## config.mk

```make
export PLATFORM = sky130hd
export DESIGN_NAME = varint_length_prefixed_record_parser_unit
export DESIGN_NICKNAME = d
export VERILOG_FILES = /design/src/hw/rtl/vlp_pkg.sv /design/src/hw/rtl/vlp_parse_core.sv /design/src/hw/rtl/vlp_rsp_queue.sv /design/src/hw/rtl/varint_length_prefixed_record_parser_unit.sv
export VERILOG_INCLUDE_DIRS = /design/src /design/src/hw/rtl
export SDC_FILE = /design/constraint.sdc
export NUM_CORES = 1
export LEC_CHECK = 0
export BUFFER_PORTS_ARGS = -buffer_cell sky130_fd_sc_hd__buf_4
export CORE_AREA = 2 2 246 248
export CTS_BUF_LIST = sky130_fd_sc_hd__clkbuf_8 sky130_fd_sc_hd__clkbuf_16
export DETAILED_ROUTE_END_ITERATION = 12
export DIE_AREA = 0 0 248 250
export GPL_TIMING_DRIVEN = 1
export REMOVE_ABC_BUFFERS = 1
export SLEW_MARGIN = 20
export SYNTH_ARGS = -nofsm -noshare
export SYNTH_HDL_FRONTEND = slang
export SYNTH_SLANG_ARGS = --single-unit
```

## constraint.sdc

```tcl
create_clock -name clock -period 14.7 [get_ports clock]
set_clock_uncertainty 0.15 [all_clocks]
set_input_delay 1.47 -clock clock [delete_from_list [all_inputs] [get_ports clock]]
set_output_delay 1.47 -clock clock [all_outputs]
set_load 0.02 [all_outputs]
```

## src/hw/rtl/assert_macros.svh

```systemverilog
`ifndef ASSERT_MACROS_SVH
`define ASSERT_MACROS_SVH

// Immediate implication on the same edge.
`define VLP_ASSERT_IMPLY(lbl, ante, cons) \
   lbl: assert property (@(posedge clock) disable iff (reset) (ante) |-> (cons)) \
      else $error("assertion failed: implication");

// Implication on the following edge.
`define VLP_ASSERT_NEXT(lbl, ante, cons) \
   lbl: assert property (@(posedge clock) disable iff (reset) (ante) |=> (cons)) \
      else $error("assertion failed: next-cycle implication");

// Invariant at every edge.
`define VLP_ASSERT_ALWAYS(lbl, cond) \
   lbl: assert property (@(posedge clock) disable iff (reset) (cond)) \
      else $error("assertion failed: invariant");

`endif

```

## src/hw/rtl/vlp_pkg.sv

```systemverilog
`timescale 1ns / 1ps
`default_nettype none

package vlp_pkg;

   localparam int unsigned HEADER_BYTES_DEF = 8;
   localparam int unsigned LIMIT_W          = 32;
   localparam int unsigned POS_W            = 33;
   localparam int unsigned RSP_DEPTH        = 4;

   localparam logic [1:0] KIND_KEY  = 2'd0;
   localparam logic [1:0] KIND_VAL  = 2'd1;
   localparam logic [1:0] KIND_MARK = 2'd2;
   localparam logic [1:0] KIND_FIN  = 2'd3;

   typedef struct packed {
      logic [1:0] kind;
      logic [7:0] out_byte;
      logic       last_in_field;
   } res_type;

   typedef struct packed {
      logic [1:0] count;
      res_type    res0;
      res_type    res1;
   } step_type;

endpackage

`default_nettype wire

```

## src/hw/rtl/vlp_parse_core.sv

```systemverilog
`timescale 1ns / 1ps
`default_nettype none
`include "assert_macros.svh"

module vlp_parse_core #(
   parameter int unsigned HEADER_BYTES = vlp_pkg::HEADER_BYTES_DEF
) (
   input  wire logic                         clock,
   input  wire logic                         reset,
   input  wire logic                         step_en,
   input  wire logic [7:0]                   data_byte,
   input  wire logic                         file_start,
   input  wire logic [vlp_pkg::LIMIT_W-1:0]  byte_limit,
   output vlp_pkg::step_type                 step_out
);
   import vlp_pkg::*;

   localparam logic [2:0] PH_HEADER = 3'd0;
   localparam logic [2:0] PH_KEYLEN = 3'd1;
   localparam logic [2:0] PH_KEY    = 3'd2;
   localparam logic [2:0] PH_VALLEN = 3'd3;
   localparam logic [2:0] PH_INNER  = 3'd4;
   localparam logic [2:0] PH_STR    = 3'd5;
   localparam logic [2:0] PH_SLACK  = 3'd6;
   localparam logic [2:0] PH_DONE   = 3'd7;
   localparam logic [2:0] PH_RESET  = (HEADER_BYTES == 0) ? PH_KEYLEN : PH_HEADER;

   function automatic logic [4:0] shift_amount(input logic [2:0] sh);
      logic [4:0] amt;
      case (sh)
         3'd0:    amt = 5'd0;
         3'd1:    amt = 5'd7;
         3'd2:    amt = 5'd14;
         3'd3:    amt = 5'd21;
         3'd4:    amt = 5'd28;
         3'd5:    amt = 5'd0;
         3'd6:    amt = 5'd7;
         default: amt = 5'd14;
      endcase
      return amt;
   endfunction

   logic [POS_W-1:0]   pos_ff, pos_in, pos_eff;
   logic [2:0]         phase_ff, phase_in, phase_eff;
   logic [31:0]        acc_ff, acc_in, acc_eff, acc_take;
   logic [2:0]         sh_ff, sh_in, sh_eff;
   logic [31:0]        field_ff, field_in, field_eff, field_dec;
   logic [31:0]        slack_ff, slack_in, slack_eff, slack_dec;
   logic               fin_pre;
   logic [POS_W:0]     nxt, lim_ext;
   logic               rec_fin, slk_fin, over, bad, more;
   logic               do_fin, do_rec, do_slk;
   logic               data_em, mark_em, data_last;
   logic [1:0]         data_kind;
   res_type            first_res, fin_res;

   always_comb begin
      pos_eff   = pos_ff;
      phase_eff = phase_ff;
      acc_eff   = acc_ff;
      sh_eff    = sh_ff;
      field_eff = field_ff;
      slack_eff = slack_ff;
      fin_pre   = 1'b0;
      if (file_start) begin
         pos_eff   = '0;
         acc_eff   = '0;
         sh_eff    = '0;
         field_eff = '0;
         slack_eff = '0;
         if (HEADER_BYTES == 0) begin
            if (byte_limit == '0) begin
               fin_pre   = 1'b1;
               phase_eff = PH_DONE;
            end else begin
               phase_eff = PH_KEYLEN;
            end
         end else begin
            phase_eff = PH_HEADER;
         end
      end
   end

   assign nxt       = {1'b0, pos_eff} + {{POS_W{1'b0}}, 1'b1};
   assign lim_ext   = {{(POS_W + 1 - LIMIT_W){1'b0}}, byte_limit};
   assign rec_fin   = nxt >= lim_ext;
   assign acc_take  = acc_eff | ({25'd0, data_byte[6:0]} << shift_amount(sh_eff));
   assign more      = data_byte[7];
   assign bad       = data_byte[7] && (sh_eff >= 3'd4);
   assign over      = (nxt <= lim_ext) && ({2'b00, acc_take} > (lim_ext - nxt));
   assign slack_dec = (slack_eff != '0) ? slack_eff - 32'd1 : slack_eff;
   assign field_dec = field_eff - 32'd1;
   assign slk_fin   = ({1'b0, nxt} + {3'b000, slack_dec}) >= {1'b0, lim_ext};

   always_comb begin
      pos_in    = (pos_eff == {POS_W{1'b1}}) ? pos_eff : pos_eff + {{(POS_W-1){1'b0}}, 1'b1};
      phase_in  = phase_eff;
      acc_in    = acc_eff;
      sh_in     = sh_eff;
      field_in  = field_eff;
      slack_in  = slack_eff;
      do_fin    = 1'b0;
      do_rec    = 1'b0;
      do_slk    = 1'b0;
      data_em   = 1'b0;
      data_kind = KIND_KEY;
      data_last = 1'b0;
      mark_em   = 1'b0;
      case (phase_eff)
         PH_HEADER: begin
            if (nxt >= (POS_W + 1)'(HEADER_BYTES)) do_rec = 1'b1;
         end
         PH_KEYLEN: begin
            acc_in = acc_take;
            if (more) sh_in = sh_eff + 3'd1;
            if (bad) begin
               do_fin = 1'b1;
            end else if (more) begin
               do_fin = rec_fin;
            end else if (acc_take == '0 || over) begin
               do_fin = 1'b1;
            end else begin
               phase_in = PH_KEY;
               field_in = acc_take;
            end
         end
         PH_KEY: begin
            data_em   = 1'b1;
            data_kind = KIND_KEY;
            data_last = (field_eff == 32'd1);
            field_in  = field_dec;
            if (field_dec == '0) begin
               if (rec_fin) begin
                  do_fin = 1'b1;
               end else begin
                  phase_in = PH_VALLEN;
                  acc_in   = '0;
                  sh_in    = '0;
               end
            end
         end
         PH_VALLEN: begin
            acc_in = acc_take;
            if (more) sh_in = sh_eff + 3'd1;
            if (bad) begin
               do_fin = 1'b1;
            end else if (more) begin
               do_fin = rec_fin;
            end else if (acc_take == '0) begin
               mark_em = 1'b1;
               do_rec  = 1'b1;
            end else if (rec_fin) begin
               mark_em = 1'b1;
               do_fin  = 1'b1;
            end else begin
               phase_in = PH_INNER;
               acc_in   = '0;
               sh_in    = '0;
               slack_in = acc_take;
            end
         end
         PH_INNER: begin
            slack_in = slack_dec;
            acc_in   = acc_take;
            if (more) sh_in = sh_eff + 3'd1;
            if (bad) begin
               mark_em = 1'b1;
               do_slk  = 1'b1;
            end else if (more) begin
               mark_em = rec_fin;
               do_fin  = rec_fin;
            end else if (acc_take == '0) begin
               mark_em = 1'b1;
               do_slk  = 1'b1;
            end else if (over) begin
               mark_em = 1'b1;
               do_fin  = 1'b1;
            end else begin
               phase_in = PH_STR;
               field_in = acc_take;
            end
         end
         PH_STR: begin
            slack_in  = slack_dec;
            data_em   = 1'b1;
            data_kind = KIND_VAL;
            data_last = (field_eff == 32'd1);
            field_in  = field_dec;
            if (field_dec == '0) do_slk = 1'b1;
         end
         PH_SLACK: begin
            slack_in = slack_dec;
            if (slack_dec == '0) do_rec = 1'b1;
         end
         default: begin
         end
      endcase
      if (do_slk) begin
         if (slack_dec == '0) begin
            do_rec = 1'b1;
         end else if (slk_fin) begin
            do_fin = 1'b1;
         end else begin
            phase_in = PH_SLACK;
         end
      end
      if (do_rec) begin
         if (rec_fin) begin
            do_fin = 1'b1;
         end else begin
            phase_in = PH_KEYLEN;
            acc_in   = '0;
            sh_in    = '0;
         end
      end
      if (do_fin) phase_in = PH_DONE;
   end

   always_comb begin
      fin_res.kind          = KIND_FIN;
      fin_res.out_byte      = 8'd0;
      fin_res.last_in_field = 1'b0;
      if (data_em) begin
         first_res.kind          = data_kind;
         first_res.out_byte      = data_byte;
         first_res.last_in_field = data_last;
      end else begin
         first_res.kind          = KIND_MARK;
         first_res.out_byte      = 8'd0;
         first_res.last_in_field = 1'b0;
      end
      step_out.res0 = fin_res;
      step_out.res1 = fin_res;
      if (data_em || mark_em) begin
         step_out.res0  = first_res;
         step_out.count = (do_fin || fin_pre) ? 2'd2 : 2'd1;
      end else begin
         step_out.count = (do_fin || fin_pre) ? 2'd1 : 2'd0;
      end
   end

   always_ff @(posedge clock) begin
      if (reset) begin
         pos_ff   <= '0;
         phase_ff <= PH_RESET;
         acc_ff   <= '0;
         sh_ff    <= '0;
         field_ff <= '0;
         slack_ff <= '0;
      end else if (step_en) begin
         pos_ff   <= pos_in;
         phase_ff <= phase_in;
         acc_ff   <= acc_in;
         sh_ff    <= sh_in;
         field_ff <= field_in;
         slack_ff <= slack_in;
      end
   end

   `VLP_ASSERT_IMPLY(a_done_silent, step_en && phase_ff == PH_DONE && !file_start, step_out.count == 2'd0)
   `VLP_ASSERT_IMPLY(a_pair_ends, step_en && step_out.count == 2'd2, step_out.res1.kind == KIND_FIN && phase_in == PH_DONE)

endmodule

`default_nettype wire

```

## src/hw/rtl/vlp_rsp_queue.sv

```systemverilog
`timescale 1ns / 1ps
`default_nettype none
`include "assert_macros.svh"

module vlp_rsp_queue (
   input  wire logic              clock,
   input  wire logic              reset,
   input  wire logic              push_en,
   input  wire vlp_pkg::step_type push_data,
   output logic                   room,
   output logic                   rsp_valid,
   input  wire logic              rsp_ready,
   output vlp_pkg::res_type       rsp_data
);
   import vlp_pkg::*;

   localparam int unsigned PTR_W = $clog2(RSP_DEPTH);
   localparam int unsigned CNT_W = $clog2(RSP_DEPTH + 1);

   res_type            mem_ff [RSP_DEPTH];
   logic [PTR_W-1:0]   wr_ptr_ff, wr_ptr_in, wr_ptr_p1;
   logic [PTR_W-1:0]   rd_ptr_ff, rd_ptr_in;
   logic [CNT_W-1:0]   cnt_ff, cnt_in;
   logic [1:0]         push_n;
   logic               pop;

   assign push_n    = push_en ? push_data.count : 2'd0;
   assign pop       = rsp_valid && rsp_ready;
   assign wr_ptr_p1 = wr_ptr_ff + PTR_W'(1);
   assign wr_ptr_in = wr_ptr_ff + PTR_W'(push_n);
   assign rd_ptr_in = rd_ptr_ff + PTR_W'(pop);
   assign cnt_in    = cnt_ff + CNT_W'(push_n) - CNT_W'(pop);
   assign room      = cnt_ff <= CNT_W'(RSP_DEPTH - 2);
   assign rsp_valid = cnt_ff != '0;
   assign rsp_data  = mem_ff[rd_ptr_ff];

   always_ff @(posedge clock) begin
      if (push_n != 2'd0) mem_ff[wr_ptr_ff] <= push_data.res0;
      if (push_n == 2'd2) mem_ff[wr_ptr_p1] <= push_data.res1;
   end

   always_ff @(posedge clock) begin
      if (reset) begin
         wr_ptr_ff <= '0;
         rd_ptr_ff <= '0;
         cnt_ff    <= '0;
      end else begin
         wr_ptr_ff <= wr_ptr_in;
         rd_ptr_ff <= rd_ptr_in;
         cnt_ff    <= cnt_in;
      end
   end

   `VLP_ASSERT_ALWAYS(a_no_overflow, cnt_ff <= CNT_W'(RSP_DEPTH))
   `VLP_ASSERT_IMPLY(a_push_fits, push_n != 2'd0, room)

endmodule

`default_nettype wire

```

## src/hw/rtl/varint_length_prefixed_record_parser_unit.sv

```systemverilog
// Each input passes the input register, then the response queue (four entries), before
// its first result reaches rsp_. Throughput: one byte per cycle while the queue has room;
// these two decouple the sides, and a byte that yields two results drains one at a time.
// Reset (synchronous, active high) clears byte_limit to 0, empties the queue and
// puts the parser at byte 0 of a new file.
`timescale 1ns / 1ps
`default_nettype none
`include "assert_macros.svh"

module varint_length_prefixed_record_parser_unit #(
   parameter int unsigned HEADER_BYTES = vlp_pkg::HEADER_BYTES_DEF
) (
   input  wire logic                         clock,
   input  wire logic                         reset,
   input  wire logic                         req_valid,
   output logic                              req_ready,
   input  wire logic [7:0]                   req_data_byte,
   input  wire logic                         req_file_start,
   output logic                              rsp_valid,
   input  wire logic                         rsp_ready,
   output logic [1:0]                        rsp_kind,
   output logic [7:0]                        rsp_out_byte,
   output logic                              rsp_last_in_field,
   input  wire logic                         csr_valid,
   output logic                              csr_ready,
   input  wire logic [vlp_pkg::LIMIT_W-1:0]  csr_byte_limit
);
   import vlp_pkg::*;

   logic                stage_valid_ff, stage_valid_in;
   logic [7:0]          stage_byte_ff;
   logic                stage_start_ff;
   logic [LIMIT_W-1:0]  limit_ff;
   logic                room, fire, req_take;
   step_type            step_out;
   res_type             head;

   assign csr_ready      = 1'b1;
   assign fire           = stage_valid_ff && room;
   assign req_ready      = !stage_valid_ff || room;
   assign req_take       = req_valid && req_ready;
   assign stage_valid_in = req_take || (stage_valid_ff && !fire);

   always_ff @(posedge clock) begin
      if (reset) begin
         stage_valid_ff <= 1'b0;
         limit_ff       <= '0;
      end else begin
         stage_valid_ff <= stage_valid_in;
         if (csr_valid) limit_ff <= csr_byte_limit;
      end
   end

   always_ff @(posedge clock) begin
      if (req_take) begin
         stage_byte_ff  <= req_data_byte;
         stage_start_ff <= req_file_start;
      end
   end

   vlp_parse_core #(
      .HEADER_BYTES (HEADER_BYTES)
   ) u_core (
      .clock      (clock),
      .reset      (reset),
      .step_en    (fire),
      .data_byte  (stage_byte_ff),
      .file_start (stage_start_ff),
      .byte_limit (limit_ff),
      .step_out   (step_out)
   );

   vlp_rsp_queue u_queue (
      .clock     (clock),
      .reset     (reset),
      .push_en   (fire),
      .push_data (step_out),
      .room      (room),
      .rsp_valid (rsp_valid),
      .rsp_ready (rsp_ready),
      .rsp_data  (head)
   );

   assign rsp_kind          = head.kind;
   assign rsp_out_byte      = head.out_byte;
   assign rsp_last_in_field = head.last_in_field;

   `VLP_ASSERT_NEXT(a_stage_hold, stage_valid_ff && !fire, stage_valid_ff && $stable(stage_byte_ff) && $stable(stage_start_ff))

endmodule

`default_nettype wire
```

; ---- Yosys cells after proc, flatten, opt, wreduce, memory -nomap -nowiden
; Memory sizes are Yosys's and may differ from the RTL's. A register that Yosys moved wholly into a read port is not among the register bits.
; Cells that the tools add are included.
[classes]
div = 0
n_mux = 111
n_bitwise = 1
order_cmp = 7
shifts = 1
multipliers = 0
eq_ne = 14
addsub = 12
reduce_logical = 25
[ops]
columns = cell, count
row1 = 2-to-1 mux 32 bit, 23
row2 = one-hot mux 32 bit (3 select lines), 2
row3 = zero test 32 bit, 3
row4 = 2-to-1 mux 3 bit, 30
row5 = 2-to-1 mux 33 bit, 2
row6 = one-hot mux 32 bit (2 select lines), 1
row7 = "subtractor 32 x 1 -> 32 bit, second input constant", 2
row8 = 2-to-1 mux 1 bit, 40
row9 = adder 34 x 32 -> 35 bit, 1
row10 = greater-or-equal comparator 35 x 32 -> 1 bit, 1
row11 = "adder 33 x 1 -> 34 bit, second input constant", 1
row12 = greater-or-equal comparator 34 x 32 -> 1 bit, 1
row13 = "greater-or-equal comparator 34 x 4 -> 1 bit, second input constant", 1
row14 = > comparator 32 x 34 -> 1 bit, 1
row15 = less-or-equal comparator 34 x 32 -> 1 bit, 1
row16 = subtractor 32 x 34 -> 34 bit, 1
row17 = "adder 33 x 1 -> 33 bit, second input constant", 1
row18 = "equality test 33 bit, second input constant", 1
row19 = "equality test 32 x 1 -> 1 bit, second input constant", 1
row20 = OR 32 bit, 1
row21 = nonzero test 32 bit, 1
row22 = left shift 7 x 5 -> 32 bit, 1
row23 = 2-to-1 mux 11 bit, 2
row24 = one-hot mux 5 bit (4 select lines), 1
row25 = 26 further kinds, 51
[word_totals]
mem_bits_ro = 0
elab_cells = 185
ram_bits = 44
n_memories = 1
regBits = 184
latchBits = 0
[mem_list]
columns = memory, words, width, rd, rd_ports_with_merged_regs, wr, line
row1 = u_queue.mem_ff, 4, 11, 1, 1, 2, vlp_rsp_queue.sv:20  ; res_type mem_ff [RSP_DEPTH];

; ---- Longest topological paths before layout
[logic_depth]
ltp_word = 24
depth_mapped = 55
mapped_depth_nobuf = 42

; ---- By module
; From an unflattened synthesis, not the netlist that was laid out.
[hier_totals]
cells_unflattened = 2590
area_unflattened_um2 = 20901.3
[modules_own_cells]
columns = module, instances, seq_area_each_um2, cells_each, area_per_inst_um2
row1 = vlp_parse_core, 1, 2702.6, 2307, 16799.9
row2 = vlp_rsp_queue, 1, 1461.4, 162, 2601.2
row3 = varint_length_prefixed_record_parser_unit, 1, 930.9, 121, 1500.2

; ---- Worst setup path after synthesis
; Ideal clock, no wire load.
[synth_timing]
kind = flip-flop to flip-flop
startpoint = register stage_start_ff
endpoint = memory u_queue.mem_ff[0][10] (netlist name)
required_time_ps = 14430
slack_ps = 3833
setup_ps = 120
arrival_time_ps = 10597
n_path_buf = 15
synth_period_minus_slack_ps = 10867
stages_incl_launch_ff = 51
cell_sequence = edfxtp_1 -> buf_2 -> buf_2 -> buf_4 -> buf_2 -> buf_4 -> buf_2 -> buf_2 -> buf_2 -> buf_2 -> buf_1 -> buf_2 -> clkbuf_1 -> clkbuf_1 -> clkbuf_1 -> nor2b_1 -> ha_1 -> xnor2_1 -> [15 not listed] -> ha_1 -> nand4_1 -> nor2_1 -> a41oi_1 -> a21o_1 -> o221ai_1 -> a21o_1 -> a211oi_1 -> a21oi_2 -> nor3_1 -> a211o_1 -> a211oi_1 -> o21ai_1 -> ha_1 -> o21ai_1 -> or3_1 -> clkbuf_1 -> a211o_1
[synth_lines]
columns = element, line
row1 = "start, declared", varint_length_prefixed_record_parser_unit.sv:32  ; logic stage_start_ff;
row2 = "start signal, assigned", varint_length_prefixed_record_parser_unit.sv:57  ; stage_start_ff <= req_file_start;
row3 = "end, declared", vlp_rsp_queue.sv:20

==> impl_metrics.csv <==
group,metric,value,unit
grt,grt_first_pass_wirelength,114,mm
routing,drt_iter0_markers,2093,
layout,drive_above_1_share,0.0847,
cts,clock_sinks,228,
flow_run,maxCapViolations,0,
cts,cts_max_level,1,
cts,cts.path.max_buffers,3,
floorplanning,placementRows,90,
sta,rsz0062_at_grt,"false",
logic_synthesis,ys.flop_type,"dfxtp_1",
sta,hold_violations,0,
cts,clkTransAtPathRegs,0.06,ns
routing,routed_wirelength,74.0,mm
routing,ant_nets,0,
outcome,status,"finished, final reports clean",
logic_synthesis,synth_area_leaders,"dfxtp_1, ha_1, nor2_1",
cts,cts_hold_buf,0,
setup_path,cp_max_fo,47,
cts,root_buffer,"clkbuf_16",
placed_design,place_area,21500,µm²
cts,cts_tree,"yes",
routing,avgRoutedWirePerCell,21.2,µm
routing,vias,21000,
layout,final_cell_mix,"nor2_1, nand2_1, dfxtp_1, a21oi_1, o21ai_0",
logic_synthesis,yosysSeqAreaShare,0.227,
sta,fmax,92.2,MHz
logic_synthesis,async_flop_share,0,
power,power_leakage,0.00878,µW
setup_path,endpoint_kind,"flop",
cts,cts_resized,0,
layout,finalInstanceArea,22500,µm²
floorplanning,die_w,248,µm
logic_synthesis,ys_types,104,
setup_path,criticalPathCategory,"flop to flop",
logic_synthesis,yosysTopAreaCellShare,0.213,
layout,fin_nets,2852,
setup_path,path_common_cell,"ha_1",
power,p_sw,1110,µW
logic_synthesis,synth_cells,2744,
logic_synthesis,synth_area,20500,µm²
sta,drv_slew,0,
cts,clk_latency,0.60,ns
setup_path,max_stage_delay,0.88,ns
routing,dr.pass1.iters,5,
sta,setup_violations,0,
layout,n_fill_cell,6230,
placed_design,routabilityCongestion,0.952,
layout,final_common_cell,"nor2_1",
logic_synthesis,synth_edf_count,9,
setup_path,cp.required,15.07,ns
placed_design,io_buffers,58,
power,netSwitchingFraction,0.429,
grt,grtUsageTotal,0.232,
sta,period_share,0.738,
min_path,hp-class,"flop to flop",
power,p_seq_frac,0.287,
logic_synthesis,synth_warnings,0,
power,irDropWorstVdd,0.0959,mV
cts,cts_setup_buffers,0,
sta,period_needed,10.85,ns
sta,worstMarginPinSlew,1.05,ns
power,clkPwrFrac,0.269,
grt,overflow,0,
logic_synthesis,ys_ff_latch,228,
routing,vias_per_cell,6.01,
power,total_power,2580,µW
setup_path,startpoint_type,"flop",
grt,antenna_found_initial,2,
floorplanning,initial_core_util,0.345,
floorplanning,coreArea,59600,µm²
cts,cts_buffers,28,
power,power-per-cell-area,115,nW/µm²
floorplanning,pin_count,60,
logic_synthesis,synth.avg_cell_area,7.49,µm²
grt,grt_pass1_vias,19100,
layout,diodes,0,
sta,fin_setup_tns,0,ns
sta,slew_headroom,0.279,
grt,grt_start_max_net_pins,67,
routing,route.detailed.drc,0,
setup_path,arrival,11.22,ns
floorplanning,die_h,250,µm
power,p_comb_frac,0.445,
setup_path,worst_path_max_delay_cell,"a2111oi_1",
placed_design,dpl.hpwl,55.6,mm
layout,syn_to_final_growth,9.34,%
floorplanning,dieArea,62000,µm²
logic_synthesis,synth_top_area_cell,"dfxtp_1",
power,intPower,1470,µW
-- critical path: cells and delay by family, from the launching register on --
| kind | cells | cell delay (ns) |
|---|---|---|
| XOR/XNOR | 2 | 0.52 |
| AO/OA/AOI/OAI | 17 | 4.09 |
| adder cells (fa/ha/maj) | 7 | 2.53 |
| buffers and inverters | 5 | 1.23 |
| flip-flops | 1 | 0.34 |
| AND/OR/NAND/NOR | 9 | 1.88 |
-- registers in the layout (all words and copies together), names as in the netlist --
register	cells
u_queue.cnt_ff	3
u_core.slack_ff	32
u_core.sh_ff	3
u_core.acc_ff	32
u_core.field_ff	32
u_queue.rd_ptr_ff	2
stage_start_ff	1
stage_valid_ff	1
u_queue.mem_ff	44
u_queue.wr_ptr_ff	2
stage_byte_ff	8
u_core.phase_ff	3
limit_ff	32
u_core.pos_ff	33
-- per-stage QoR --
stage / util / instances / hold WS, ns / setup slack, ns
floorplan: - / 2563 / 0.279 / 0.0646
global placement: 0.362 / 3445 / 0.294 / 4.04
detailed placement: 0.362 / 3445 / 0.297 / 3.82
CTS: 0.377 / 3497 / 0.306 / 3.80
global route: 0.377 / 3497 / 0.319 / 2.94
finish: 0.377 / 3497 / 0.303 / 3.85
-- worst paths after layout --
| check | startpoint | end | slack (ns) | depth (start not counted) |
|---|---|---|---|---|
| hold reg to reg | u_queue.mem_ff[3][2] | u_queue.mem_ff[3][2] | 0.30 | 2 |
| hold / removal | u_queue.mem_ff[3][2] | u_queue.mem_ff[3][2] | 0.30 | 2 |
| setup / recovery | stage_start_ff | u_queue.mem_ff[1][7] | 3.85 | 40 |
| setup reg to reg | stage_start_ff | u_queue.mem_ff[1][7] | 3.85 | 40 |
-- cell usage after synthesis (12+ instances only) --
library cell,n
a211o_1,16
a211oi_1,27
a21o_1,50
a21oi_1,186
a22o_1,41
a22oi_1,51
a31oi_1,35
and2_1,20
and3_1,26
buf_1,21
buf_2,28
clkbuf_1,120
dfxtp_1,219
ha_1,110
inv_1,100
maj3_1,17
mux2_2,12
mux2i_1,64
nand2_1,254
nand2b_1,26
nand3_1,83
nand4_1,45
nor2_1,284
nor2b_1,51
nor3_1,103
nor4_1,57
o211ai_1,12
o21a_1,23
o21ai_0,135
o21ai_1,12
o22ai_1,16
o2bb2ai_1,19
o31ai_1,18
or2_2,22
or3_1,35
or4_1,17
xnor2_1,94
xor2_1,45
-- routing by layer --
metal	GRT usage	part of all wire	vias up
li1	-	-	10100
met1	0.327	0.45	9967
met2	0.362	0.44	812
met3	0.0288	0.069	143
met4	0.0784	0.039	2
met5	0	0.00011	-
-- cells by family after synthesis --
group / share of synthesized area
other cells: 0.000183
simple gates: 0.263
compound gates: 0.263
buf+inv: 0.0559
mux: 0.0498
flops: 0.227
fa+ha+maj: 0.0793
xor+xnor: 0.0626
-- cell type report --
class / instances / area (µm²) / area share
clock buffers: 30 / 728 / 0.0324
clock inverters: 22 / 170 / 0.00758
inverters: 100 / 377 / 0.0168
multi-input cells: 2235 / 14800 / 0.659
flip-flops and latches: 228 / 4650 / 0.207
well taps: 782 / 978 / 0.0436
repair buffers: 100 / 751 / 0.0334
-- power groups by stage --
| stage | sequential (µW) | clock (µW) | combinational (µW) |
|---|---|---|---|
| floorplan | 730 | 0 | 785 |
| global placement | 751 | 0 | 1120 |
| detailed placement | 751 | 0 | 1120 |
| CTS | 738 | 709 | 1130 |
| global route | 747 | 733 | 1250 |
| finish | 741 | 695 | 1150 |
(Power assumes the default switching activity.)
